[src/hw/rtl/fut_pkg.sv]
package fut_pkg;

    localparam logic [7:0] CH_AMP    = 8'h26;
    localparam logic [7:0] CH_EQ     = 8'h3D;
    localparam logic [7:0] CH_PCT    = 8'h25;
    localparam logic [7:0] CH_PLUS   = 8'h2B;
    localparam logic [7:0] CH_SPACE  = 8'h20;
    localparam logic [7:0] CASE_MASK = 8'hDF;

    localparam int QUEUE_DEPTH = 4;
    localparam int QPTR_W      = $clog2(QUEUE_DEPTH);
    localparam int QCNT_W      = $clog2(QUEUE_DEPTH + 1);

    typedef enum logic [1:0] {
        KIND_NAME     = 2'd0,
        KIND_VALUE    = 2'd1,
        KIND_NAME_END = 2'd2,
        KIND_PAIR_END = 2'd3
    } kind_t;

    typedef enum logic [1:0] {
        ESC_NONE   = 2'd0,
        ESC_FIRST  = 2'd1,
        ESC_SECOND = 2'd2
    } esc_t;

    typedef struct packed {
        logic [7:0] data;
        kind_t      kind;
    } token_t;

    // Tokens produced by one input byte; count is 1 or 2 for queued entries.
    typedef struct packed {
        logic [1:0] count;
        token_t     tok0;
        token_t     tok1;
    } entry_t;

    typedef struct packed {
        logic   push;
        entry_t entry;
    } push_t;

    typedef struct packed {
        logic   valid;
        logic   full;
        entry_t entry;
    } qstat_t;

    function automatic logic [7:0] hex_value(input logic [7:0] c);
        logic [7:0] r;
        if (c >= 8'h41 && c <= 8'h7F)
        begin
            r = (c & CASE_MASK) - 8'h41 + 8'd10;
        end
        else
        begin
            r = c - 8'h30;
        end
        return r;
    endfunction

endpackage

[src/hw/rtl/fut_front.sv]
module fut_front (
    input  logic             clk,
    input  logic             rst_n,
    input  logic             accept,
    input  logic [7:0]       in_byte,
    input  logic             last_byte,
    output fut_pkg::push_t   push
);

    logic             value_reg, value_next;
    fut_pkg::esc_t    esc_reg, esc_next;
    logic [7:0]       hns_reg, hns_next;
    logic             muted_reg, muted_next;

    logic [7:0]       c;
    logic [7:0]       hex;
    logic [7:0]       dec_ch;
    logic             dec_en;
    logic             has_char;
    fut_pkg::token_t  char_tok;
    fut_pkg::token_t  end_tok;
    fut_pkg::entry_t  entry;

    always_ff @(posedge clk or negedge rst_n)
    begin
        if (!rst_n)
        begin
            value_reg <= 1'b0;
            esc_reg   <= fut_pkg::ESC_NONE;
            hns_reg   <= 8'd0;
            muted_reg <= 1'b0;
        end
        else if (accept)
        begin
            value_reg <= value_next;
            esc_reg   <= esc_next;
            hns_reg   <= hns_next;
            muted_reg <= muted_next;
        end
    end

    always_comb
    begin
        c          = (in_byte == fut_pkg::CH_PLUS) ? fut_pkg::CH_SPACE : in_byte;
        hex        = fut_pkg::hex_value(c);
        value_next = value_reg;
        esc_next   = esc_reg;
        hns_next   = hns_reg;
        muted_next = muted_reg;
        dec_ch     = c;
        dec_en     = 1'b0;
        has_char   = 1'b0;
        char_tok   = '{data: 8'd0, kind: fut_pkg::KIND_NAME};
        end_tok    = '{data: 8'd0, kind: fut_pkg::KIND_PAIR_END};

        if (!muted_reg)
        begin
            unique case (esc_reg)
                fut_pkg::ESC_NONE:
                begin
                    if (c == fut_pkg::CH_PCT)
                    begin
                        esc_next = fut_pkg::ESC_FIRST;
                    end
                    else
                    begin
                        dec_en = 1'b1;
                    end
                end
                fut_pkg::ESC_FIRST:
                begin
                    hns_next = {hex[3:0], 4'd0};
                    esc_next = fut_pkg::ESC_SECOND;
                end
                fut_pkg::ESC_SECOND:
                begin
                    dec_ch   = hns_reg + hex;
                    dec_en   = 1'b1;
                    esc_next = fut_pkg::ESC_NONE;
                    hns_next = 8'd0;
                end
                default:
                begin
                    esc_next = fut_pkg::ESC_NONE;
                end
            endcase
        end

        if (dec_en)
        begin
            if (dec_ch == 8'd0)
            begin
                muted_next = 1'b1;
            end
            else if (!value_reg && dec_ch == fut_pkg::CH_EQ)
            begin
                value_next = 1'b1;
                has_char   = 1'b1;
                char_tok   = '{data: 8'd0, kind: fut_pkg::KIND_NAME_END};
            end
            else
            begin
                has_char = 1'b1;
                char_tok = '{data: dec_ch,
                             kind: value_reg ? fut_pkg::KIND_VALUE : fut_pkg::KIND_NAME};
            end
        end

        entry = '{count: 2'd0, tok0: end_tok, tok1: end_tok};
        if (in_byte == fut_pkg::CH_AMP)
        begin
            // An ampersand only closes the pair, even on the final byte.
            entry.count = 2'd1;
        end
        else if (has_char && last_byte)
        begin
            entry.count = 2'd2;
            entry.tok0  = char_tok;
        end
        else if (has_char)
        begin
            entry.count = 2'd1;
            entry.tok0  = char_tok;
        end
        else if (last_byte)
        begin
            entry.count = 2'd1;
        end

        if (in_byte == fut_pkg::CH_AMP || last_byte)
        begin
            value_next = 1'b0;
            esc_next   = fut_pkg::ESC_NONE;
            hns_next   = 8'd0;
            muted_next = 1'b0;
        end

        push.push  = accept && (entry.count != 2'd0);
        push.entry = entry;
    end

endmodule

[src/hw/rtl/fut_queue.sv]
module fut_queue (
    input  logic             clk,
    input  logic             rst_n,
    input  fut_pkg::push_t   push,
    input  logic             pop,
    output fut_pkg::qstat_t  stat
);

    fut_pkg::entry_t                  mem_reg [fut_pkg::QUEUE_DEPTH];
    logic [fut_pkg::QPTR_W-1:0]       wr_reg, wr_next;
    logic [fut_pkg::QPTR_W-1:0]       rd_reg, rd_next;
    logic [fut_pkg::QCNT_W-1:0]       cnt_reg, cnt_next;

    always_ff @(posedge clk)
    begin
        if (push.push)
        begin
            mem_reg[wr_reg] <= push.entry;
        end
    end

    always_ff @(posedge clk or negedge rst_n)
    begin
        if (!rst_n)
        begin
            wr_reg  <= '0;
            rd_reg  <= '0;
            cnt_reg <= '0;
        end
        else
        begin
            wr_reg  <= wr_next;
            rd_reg  <= rd_next;
            cnt_reg <= cnt_next;
        end
    end

    always_comb
    begin
        wr_next  = push.push ? wr_reg + 1'b1 : wr_reg;
        rd_next  = pop ? rd_reg + 1'b1 : rd_reg;
        cnt_next = cnt_reg;
        if (push.push && !pop)
        begin
            cnt_next = cnt_reg + 1'b1;
        end
        else if (!push.push && pop)
        begin
            cnt_next = cnt_reg - 1'b1;
        end
        stat.valid = (cnt_reg != '0);
        stat.full  = (cnt_reg == fut_pkg::QCNT_W'(fut_pkg::QUEUE_DEPTH));
        stat.entry = mem_reg[rd_reg];
    end

    a_cnt_bound: assert property (@(posedge clk) disable iff (!rst_n)
        cnt_reg <= fut_pkg::QCNT_W'(fut_pkg::QUEUE_DEPTH))
        else $error("queue count above depth");

    a_no_pop_empty: assert property (@(posedge clk) disable iff (!rst_n)
        pop |-> cnt_reg != '0)
        else $error("pop from empty queue");

    a_no_push_full: assert property (@(posedge clk) disable iff (!rst_n)
        push.push |-> !stat.full)
        else $error("push into full queue");

    a_ptr_gap: assert property (@(posedge clk) disable iff (!rst_n)
        (cnt_reg == '0 || stat.full) |-> wr_reg == rd_reg)
        else $error("queue pointers disagree with count");

endmodule

[src/hw/rtl/fut_back.sv]
module fut_back (
    input  logic             clk,
    input  logic             rst_n,
    input  fut_pkg::qstat_t  stat,
    output logic             pop,
    output logic             token_valid,
    input  logic             token_stall,
    output logic [7:0]       out_byte,
    output logic [1:0]       kind
);

    logic [1:0]        cnt_reg, cnt_next;
    fut_pkg::token_t   tok0_reg, tok0_next;
    fut_pkg::token_t   tok1_reg, tok1_next;
    logic              fire;
    logic              drained;

    always_ff @(posedge clk or negedge rst_n)
    begin
        if (!rst_n)
        begin
            cnt_reg <= 2'd0;
        end
        else
        begin
            cnt_reg <= cnt_next;
        end
    end

    always_ff @(posedge clk)
    begin
        tok0_reg <= tok0_next;
        tok1_reg <= tok1_next;
    end

    always_comb
    begin
        token_valid = (cnt_reg != 2'd0);
        fire        = token_valid && !token_stall;
        // The holding register is free once its last token leaves.
        drained     = (cnt_reg == 2'd0) || (fire && cnt_reg == 2'd1);
        pop         = stat.valid && drained;
        cnt_next    = cnt_reg;
        tok0_next   = tok0_reg;
        tok1_next   = tok1_reg;
        if (pop)
        begin
            cnt_next  = stat.entry.count;
            tok0_next = stat.entry.tok0;
            tok1_next = stat.entry.tok1;
        end
        else if (fire && cnt_reg == 2'd2)
        begin
            cnt_next  = 2'd1;
            tok0_next = tok1_reg;
        end
        else if (fire)
        begin
            cnt_next = 2'd0;
        end
        out_byte = tok0_reg.data;
        kind     = tok0_reg.kind;
    end

    a_entry_nonempty: assert property (@(posedge clk) disable iff (!rst_n)
        pop |-> stat.entry.count == 2'd1 || stat.entry.count == 2'd2)
        else $error("empty entry taken from queue");

    a_second_follows: assert property (@(posedge clk) disable iff (!rst_n)
        (fire && cnt_reg == 2'd2) |=> token_valid && tok0_reg == $past(tok1_reg))
        else $error("second token lost");

    a_cnt_range: assert property (@(posedge clk) disable iff (!rst_n)
        cnt_reg != 2'd3)
        else $error("holding count out of range");

endmodule

[src/hw/rtl/form_urlencoded_tokenizer.sv]
// Form-urlencoded query tokenizer.
// Input channel: one encoded byte per request on in_byte, with last_byte set on
// the final byte of the string; a request is taken when byte_valid is high and
// byte_stall is low. Output channel: one token per request on out_byte and kind
// (0 name char, 1 value char, 2 name ended, 3 pair ended), taken when
// token_valid is high and token_stall is low; out_byte is zero for end marks.
// Each byte gives zero, one or two tokens. A byte is classified and decoded in
// the cycle it is taken and its tokens are written to a four-entry queue; the
// output stage loads an entry into its holding register once that register is
// free, and offers the byte's tokens from there. One byte is taken per cycle
// while the queue has room; the output moves one token per cycle while
// token_stall is low, so a byte that gives two tokens (a character on the last
// byte) holds the output stage for both of its tokens.
// byte_stall is high only when the queue is full, which happens when the token
// receiver stalls or two-token bytes pile up; it never depends on token_stall
// in the same cycle. A stalled token stays on the output unchanged.
// Reset clears the pair state (name part, no escape pending, not muted), empties
// the queue and drops token_valid.
module form_urlencoded_tokenizer (
    input  logic        clk,
    input  logic        rst_n,
    input  logic        byte_valid,
    output logic        byte_stall,
    input  logic [7:0]  in_byte,
    input  logic        last_byte,
    output logic        token_valid,
    input  logic        token_stall,
    output logic [7:0]  out_byte,
    output logic [1:0]  kind
);

    fut_pkg::push_t   push;
    fut_pkg::qstat_t  stat;
    logic             pop;
    logic             accept;

    assign byte_stall = stat.full;
    assign accept     = byte_valid && !stat.full;

    fut_front u_front (
        .clk       (clk),
        .rst_n     (rst_n),
        .accept    (accept),
        .in_byte   (in_byte),
        .last_byte (last_byte),
        .push      (push)
    );

    fut_queue u_queue (
        .clk   (clk),
        .rst_n (rst_n),
        .push  (push),
        .pop   (pop),
        .stat  (stat)
    );

    fut_back u_back (
        .clk         (clk),
        .rst_n       (rst_n),
        .stat        (stat),
        .pop         (pop),
        .token_valid (token_valid),
        .token_stall (token_stall),
        .out_byte    (out_byte),
        .kind        (kind)
    );

endmodule
[config.mk]
export PLATFORM = sky130hd
export DESIGN_NAME = form_urlencoded_tokenizer
export DESIGN_NICKNAME = d
export VERILOG_FILES = /design/src/hw/rtl/fut_pkg.sv /design/src/hw/rtl/fut_front.sv /design/src/hw/rtl/fut_queue.sv /design/src/hw/rtl/fut_back.sv /design/src/hw/rtl/form_urlencoded_tokenizer.sv
export SDC_FILE = /design/constraint.sdc
export NUM_CORES = 1
export LEC_CHECK = 0
export BUFFER_PORTS_ARGS = -buffer_cell sky130_fd_sc_hd__buf_2
export CAP_MARGIN = 20
export CORE_AREA = 2 2 148 107
export DETAILED_ROUTE_END_ITERATION = 8
export DIE_AREA = 0 0 150 109
export GPL_TIMING_DRIVEN = 0
export PLACE_DENSITY = 0.66
export RECOVER_POWER = 50
export SLEW_MARGIN = 10
export SYNTH_ARGS = -nofsm -noshare
export SYNTH_HDL_FRONTEND = slang
export SYNTH_HIERARCHICAL = 1
export SYNTH_SLANG_ARGS = --single-unit
[constraint.sdc]
create_clock -name clk -period 10.63 [get_ports clk]
set_input_delay 2.126 -clock clk [delete_from_list [all_inputs] [get_ports clk]]
set_output_delay 2.126 -clock clk [all_outputs]
set_load 0.02 [all_outputs]
==> After elaboration in Yosys (flattened, before gate mapping) <==
Memories as Yosys holds them, arrays and structs flattened.
Cells that the tools add are included.
{ "classes": {"n_eq_ne": 12, "muxes": 42, "bitwise": 0, "div": 0, "n_reduce_logical": 35, "n_addsub": 8, "n_mul": 0, "order_cmp": 2, "shift": 0} }
{ "op_table": {"columns": ["op", "n"], "rows": [
  ["10-bit 2-to-1 mux", 7],
  ["8-bit 2-to-1 mux", 6],
  ["8-bit by 6-bit == test with 1-bit output (second input constant)", 4],
  ["1-bit 2-to-1 mux", 16],
  ["8-bit one-hot mux with 2 select lines", 1],
  ["2-bit 2-to-1 mux", 7],
  ["2-bit nonzero test", 7],
  ["12-bit 2-to-1 mux", 1],
  ["1-bit logical AND", 11],
  ["3-bit AND reduction", 3],
  ["3-bit nonzero test", 3],
  ["8-bit by 4-bit adder with 8-bit output (second input constant)", 1],
  ["8-bit adder", 1],
  ["8-bit by 7-bit greater-or-equal comparator with 1-bit output (second input constant)", 1],
  ["8-bit by 7-bit <= comparator with 1-bit output (second input constant)", 1],
  ["8-bit logical NOT", 1],
  ["8-bit by 6-bit subtractor with 8-bit output (second input constant)", 1],
  ["8-bit by 7-bit subtractor with 8-bit output (second input constant)", 1],
  ["3-bit 2-to-1 mux", 2],
  ["1-bit logical NOT", 5],
  ["2-bit by 1-bit adder with 2-bit output (second input constant)", 2],
  ["2-bit by 1-bit == test with 1-bit output (second input constant)", 2],
  ["2-bit == test (second input constant)", 2],
  ["2-bit logical NOT", 2],
  ["9 further kinds", 11]
]} }
{ "totals": {"wordCells": 112, "inputBits": 13, "n_memories": 1, "ramBits": 48, "latch_bits": 0, "output_inout_bits": 12, "ff_bits": 41, "rom_bits": 0} }
{ "mem_list": {"columns": ["name", "words", "word_bits", "read_ports", "rd_clocked_by_memory_dff", "write_ports", "line_no", "rtl"], "rows": [
  ["u_queue.mem_reg", 4, 12, 1, 0, 1, "fut_queue.sv:9", "fut_pkg::entry_t mem_reg [fut_pkg::QUEUE_DEPTH];"]
]} }

==> Longest topological paths before layout <==
{ "logic_depth": {"ltp_word": 22, "ltp_mapped": 26, "depth_no_buf": 26} }

==> Cells and area by module <==
The synthesis kept the hierarchy.
{ "by_module_without_submodules": {"columns": ["module", "area_each_um2", "seq_area_each_um2", "n_inst", "cells_each"], "rows": [
  ["fut_queue", 3606.0, 2817.7, 1, 149],
  ["fut_front", 1356.3, 200.2, 1, 182],
  ["fut_back", 863.3, 650.6, 1, 44],
  ["form_urlencoded_tokenizer", 13.8, 0.0, 1, 1]
]} }

==> Worst setup path after synthesis <==
OpenSTA, ideal clock, no wires.
{ "synth_path": {"path_type": "in2reg", "startpoint": "input port in_byte[4]", "endpoint": "register u_queue/cnt_reg[1] in the netlist's numbering", "stages": 23, "setup_time_ps": 125, "required_ps": 10505, "path_buffers": 0, "t_arrival_ps": 6516, "path_slack_ps": 3990, "cell_sequence": "inv_1 -> ha_1 -> nand4_1 -> a2111o_1 -> nand3_1 -> o22ai_1 -> o21ai_0 -> ha_1 -> inv_1 -> fa_1 -> xor2_1 -> nor2_1 -> a31oi_1 -> nand2_1 -> nand4b_2 -> nor2b_4 -> ha_1 -> nand2b_1 -> o21a_1 -> ha_1 -> inv_1 -> fa_1 -> mux2_2"} }
{ "synth_rtl": {"columns": ["element", "line_no", "rtl"], "rows": [
  ["start: declaration", "form_urlencoded_tokenizer.sv:24", "input logic [7:0] in_byte,"],
  ["end signal: assignment", "fut_queue.sv:34", "cnt_reg <= cnt_next;"],
  ["end: declaration", "fut_queue.sv:12", "logic [fut_pkg::QCNT_W-1:0] cnt_reg, cnt_next;"]
]} }

==> impl_metrics.toml <==
[run_status]
status = "complete, no violations"

[cells_and_area]
nFillCells = 1345
drive_gt1_share_pct = 19.0
diodes = 0
fin_nets = 465
largest_reg_flops = 88
area.growth.synth_to_final_pct = 16.2

[logic_synthesis]
ys_seq_elements = 125
seq_area_frac_synth_pct = 62.8
async_flop_share_pct = 13.6
syn_inst = 376
syn_area_um2 = 5840
yosysWarnings = 6
synth_ff_type = "edfxtp_1"
synth.avg_cell_area_um2 = 15.5
synth-edff-count = 108
synth_cell_type_count = 62

[cts]
cts_setup_buffers = 0
cts_buffers = 17
cts_tree = "built"
cts_hold_buf = 0
clock_latency_ns = 0.41
cts-root-buf = "clkbuf_16"
clock-sinks = 125
htreeDepth = 4
cts_resized = 0
clk_pin_slew_ns = 0.06
cts_buffer_depth = 2

[setup_path]
path_cells = "clkbuf_1, inv_1, ha_1, nand3_1, o21ai_0, nand3_1, o21ai_0, ha_1, a21o_1, a21oi_1, xnor2_1, nor4_1, o21ai_0, nand4b_2, nor2b_1, ha_1, nand2b_1, o21a_1, and2_1, buf_8"
path_max_fanout = 13
worst-endpoint-required_ns = 10.74
crit_type = "input pin to flop"
cp-end-kind = "flop"
critPathLaunch = "in_byte[4]"
critPathSlowestCell = "and2_1"
cp_data_arrival_time_ns = 7.88
cp-start-kind = "input pin"
timing.rr.end = "u_queue/mem_reg[3][17]"
cpPeakStageDelay_ns = 0.69
rrSetupSlack_ns = 6.00
r2r_cells = 11
reg2reg_from = "u_front/esc_reg[1]"

[pwr]
powerDensity_nw_per_um2 = 253
vdd_drop_max_v = 0.000117
p_total_mw = 1.72
p_leak_nw = 2.50

[global_routing]
grt_overflow_total = 0
grt_pass1_wl_um = 17900
grt_usage_pct = 15.2
grt_max_degree = 18
grt_pass1_vias = 3349
antenna_found_initial = 0

[sta]
final.setup_skew_ns = 0.00621
setup_viol = 0
fmaxAchievable_mhz = 129
timing.slew.headroom_pct = 33.5
fin_crit_sh_pct = 73.1
setup_tns_ns = 0
hold_viol_final = 0
drv_slew = 0
fin_ws_ns = 2.86
rsz0062_at_grt = "no"
tightest_slew_ns = 0.997
layout_min_cycle_time_ns = 7.77

[die]
dieWidth_um = 150
start_util_pct = 38.9
die_h_um = 109
io_pins = 25
num_rows = 38
die_area_um2 = 16400
core_um2 = 15000

[place]
preCtsSetupSlack_ns = 2.84
io_buffers = 23
place.gp.congestion = 0.817
dpl.hpwl_um = 8040

[route]
ant_nets = 0
drt_iter0_markers = 255
vias = 3276
drcViolationCount = 0
wl_per_cell_um = 17.7
via_per_inst = 5.09
firstDrtPassIters = 5
postRouteWirelength_um = 11400

[hold_path]
holdCritStartpoint = "u_front/hns_reg[6]"
hold_path_end = "u_front/hns_reg[6]"
hold_path.class = "flop to flop"
hold-path-cell-count = 2

[run]
cap_violations = 0
[cell type report]
type                    instances  area, um2  area share (%)
inverters                      18       67.6           0.996
well taps                     200        250            3.69
plain buffers                  18        108            1.59
repair buffers                 27        180            2.66
flip-flops and latches        125       3670            54.1
clock inverters                15        148            2.18
clock buffers                  17        425            6.27
multi-input cells             223       1940            28.6
[metal layers]
layer / track usage [%] / wire length (um)
met1: 20.7 / 5440
met2: 24.1 / 5310
met3: 4.14 / 523
met4: 4.45 / 98
met5: 0 / 0
[critical path: cells and delay by family]
family | cells | cell delay (ns)
buffers and inverters | 3 | 0.61
xor gates and xnor gates | 1 | 0.23
adders and majority gates | 3 | 0.93
and+or+nand+nor | 7 | 1.93
AOI/OAI and AO/OA | 6 | 2.01
[worst max path at each step]
stage	slack, ns	cells past startpoint	to
after floorplan	3.99	23	u_queue/cnt_reg[1]
after global placement	2.75	20	u_queue/mem_reg[1][3]
after detailed placement	2.84	21	u_queue/mem_reg[2][3]
after CTS	3.22	21	u_queue/mem_reg[2][15]
after global routing	2.45	20	u_queue/mem_reg[3][17]
final	2.86	20	u_queue/mem_reg[3][17]
[cell usage after synthesis (2+ instances only)]
library cell / number / area, um2
inv_1: 18 / 67.6
a21o_1: 2 / 15.0
nand3_1: 6 / 30.0
conb_1: 2 / 7.51
mux2i_1: 3 / 30.0
and4_1: 2 / 17.5
fa_1: 2 / 40.0
nor4_1: 2 / 12.5
nor2b_4: 2 / 27.5
a21oi_1: 3 / 15.0
xor2_1: 6 / 52.6
buf_12: 2 / 40.0
buf_4: 10 / 75.1
nand2b_1: 3 / 18.8
o31a_1: 2 / 17.5
nor2b_1: 3 / 18.8
a31oi_1: 3 / 18.8
nand2_1: 31 / 116
nor3_1: 4 / 20.0
mux2_2: 4 / 45.0
a2bb2oi_1: 2 / 17.5
mux4_1: 4 / 105
o21a_1: 2 / 15.0
mux2_4: 8 / 120
ha_1: 20 / 250
dfrtp_1: 17 / 425
and2_1: 5 / 31.3
buf_2: 2 / 10.0
nand4_1: 6 / 37.5
edfxtp_1: 108 / 3240
or4_1: 2 / 15.0
o21ai_0: 11 / 55.1
xnor2_1: 8 / 70.1
nor2_1: 18 / 67.6
nor3b_1: 2 / 15.0
a211oi_1: 4 / 30.0
buf_6: 2 / 22.5
clkbuf_1: 2 / 7.51
mux4_2: 18 / 405
or3_1: 3 / 18.8
[cell usage in the layout (no fill, tap or decap), types with 4 or more instances in the layout]
master and count:
edfxtp_1 108, nand2_1 32, clkbuf_1 22, ha_1 20, inv_1 18, nor2_1 18, mux4_2 18, clkbuf_16 17
dfrtp_1 17, o21ai_0 13, buf_4 10, conb_1 10, buf_2 9, xnor2_1 8, mux2_1 7, nand3_1 6
nand4_1 6, xor2_1 6, clkinvlp_4 4, mux2_2 4, nor2b_1 4, nor3_1 4, a211oi_1 4, and2_1 4
mux4_1 4
[power by group]
part           switching (mW)  total, mW  internal [mW]
registers              0.0375      0.719          0.681
clock network           0.212      0.555          0.343
logic                   0.256      0.446          0.190
total                   0.505       1.72           1.22
[stage by stage]
stage	hold slack, ns	cell area (um2)	std cells	util (%)
after floorplan	0.449	5870	384	-
after detailed placement	0.494	6320	611	42.1
after CTS	0.503	6890	643	45.9
after global placement	0.471	6230	607	41.5
final	0.498	6790	643	45.2
after global routing	0.527	6790	643	45.2
[logic make-up (layout without fill, tap and decap cells)]
family | count (synthesis) | in the layout | share of synthesized area, %
AOI/OAI and AO/OA | 41 | 41 | 4.89
and+or+nand+nor | 99 | 99 | 9.19
other | 2 | 10 | 0.129
buffers and inverters | 36 | 95 | 3.81
DFF | 125 | 125 | 62.8
xor gates and xnor gates | 14 | 14 | 2.10
muxes | 37 | 37 | 12.1
adders and majority gates | 22 | 22 | 4.97
Power figures use the tool's default switching activity.
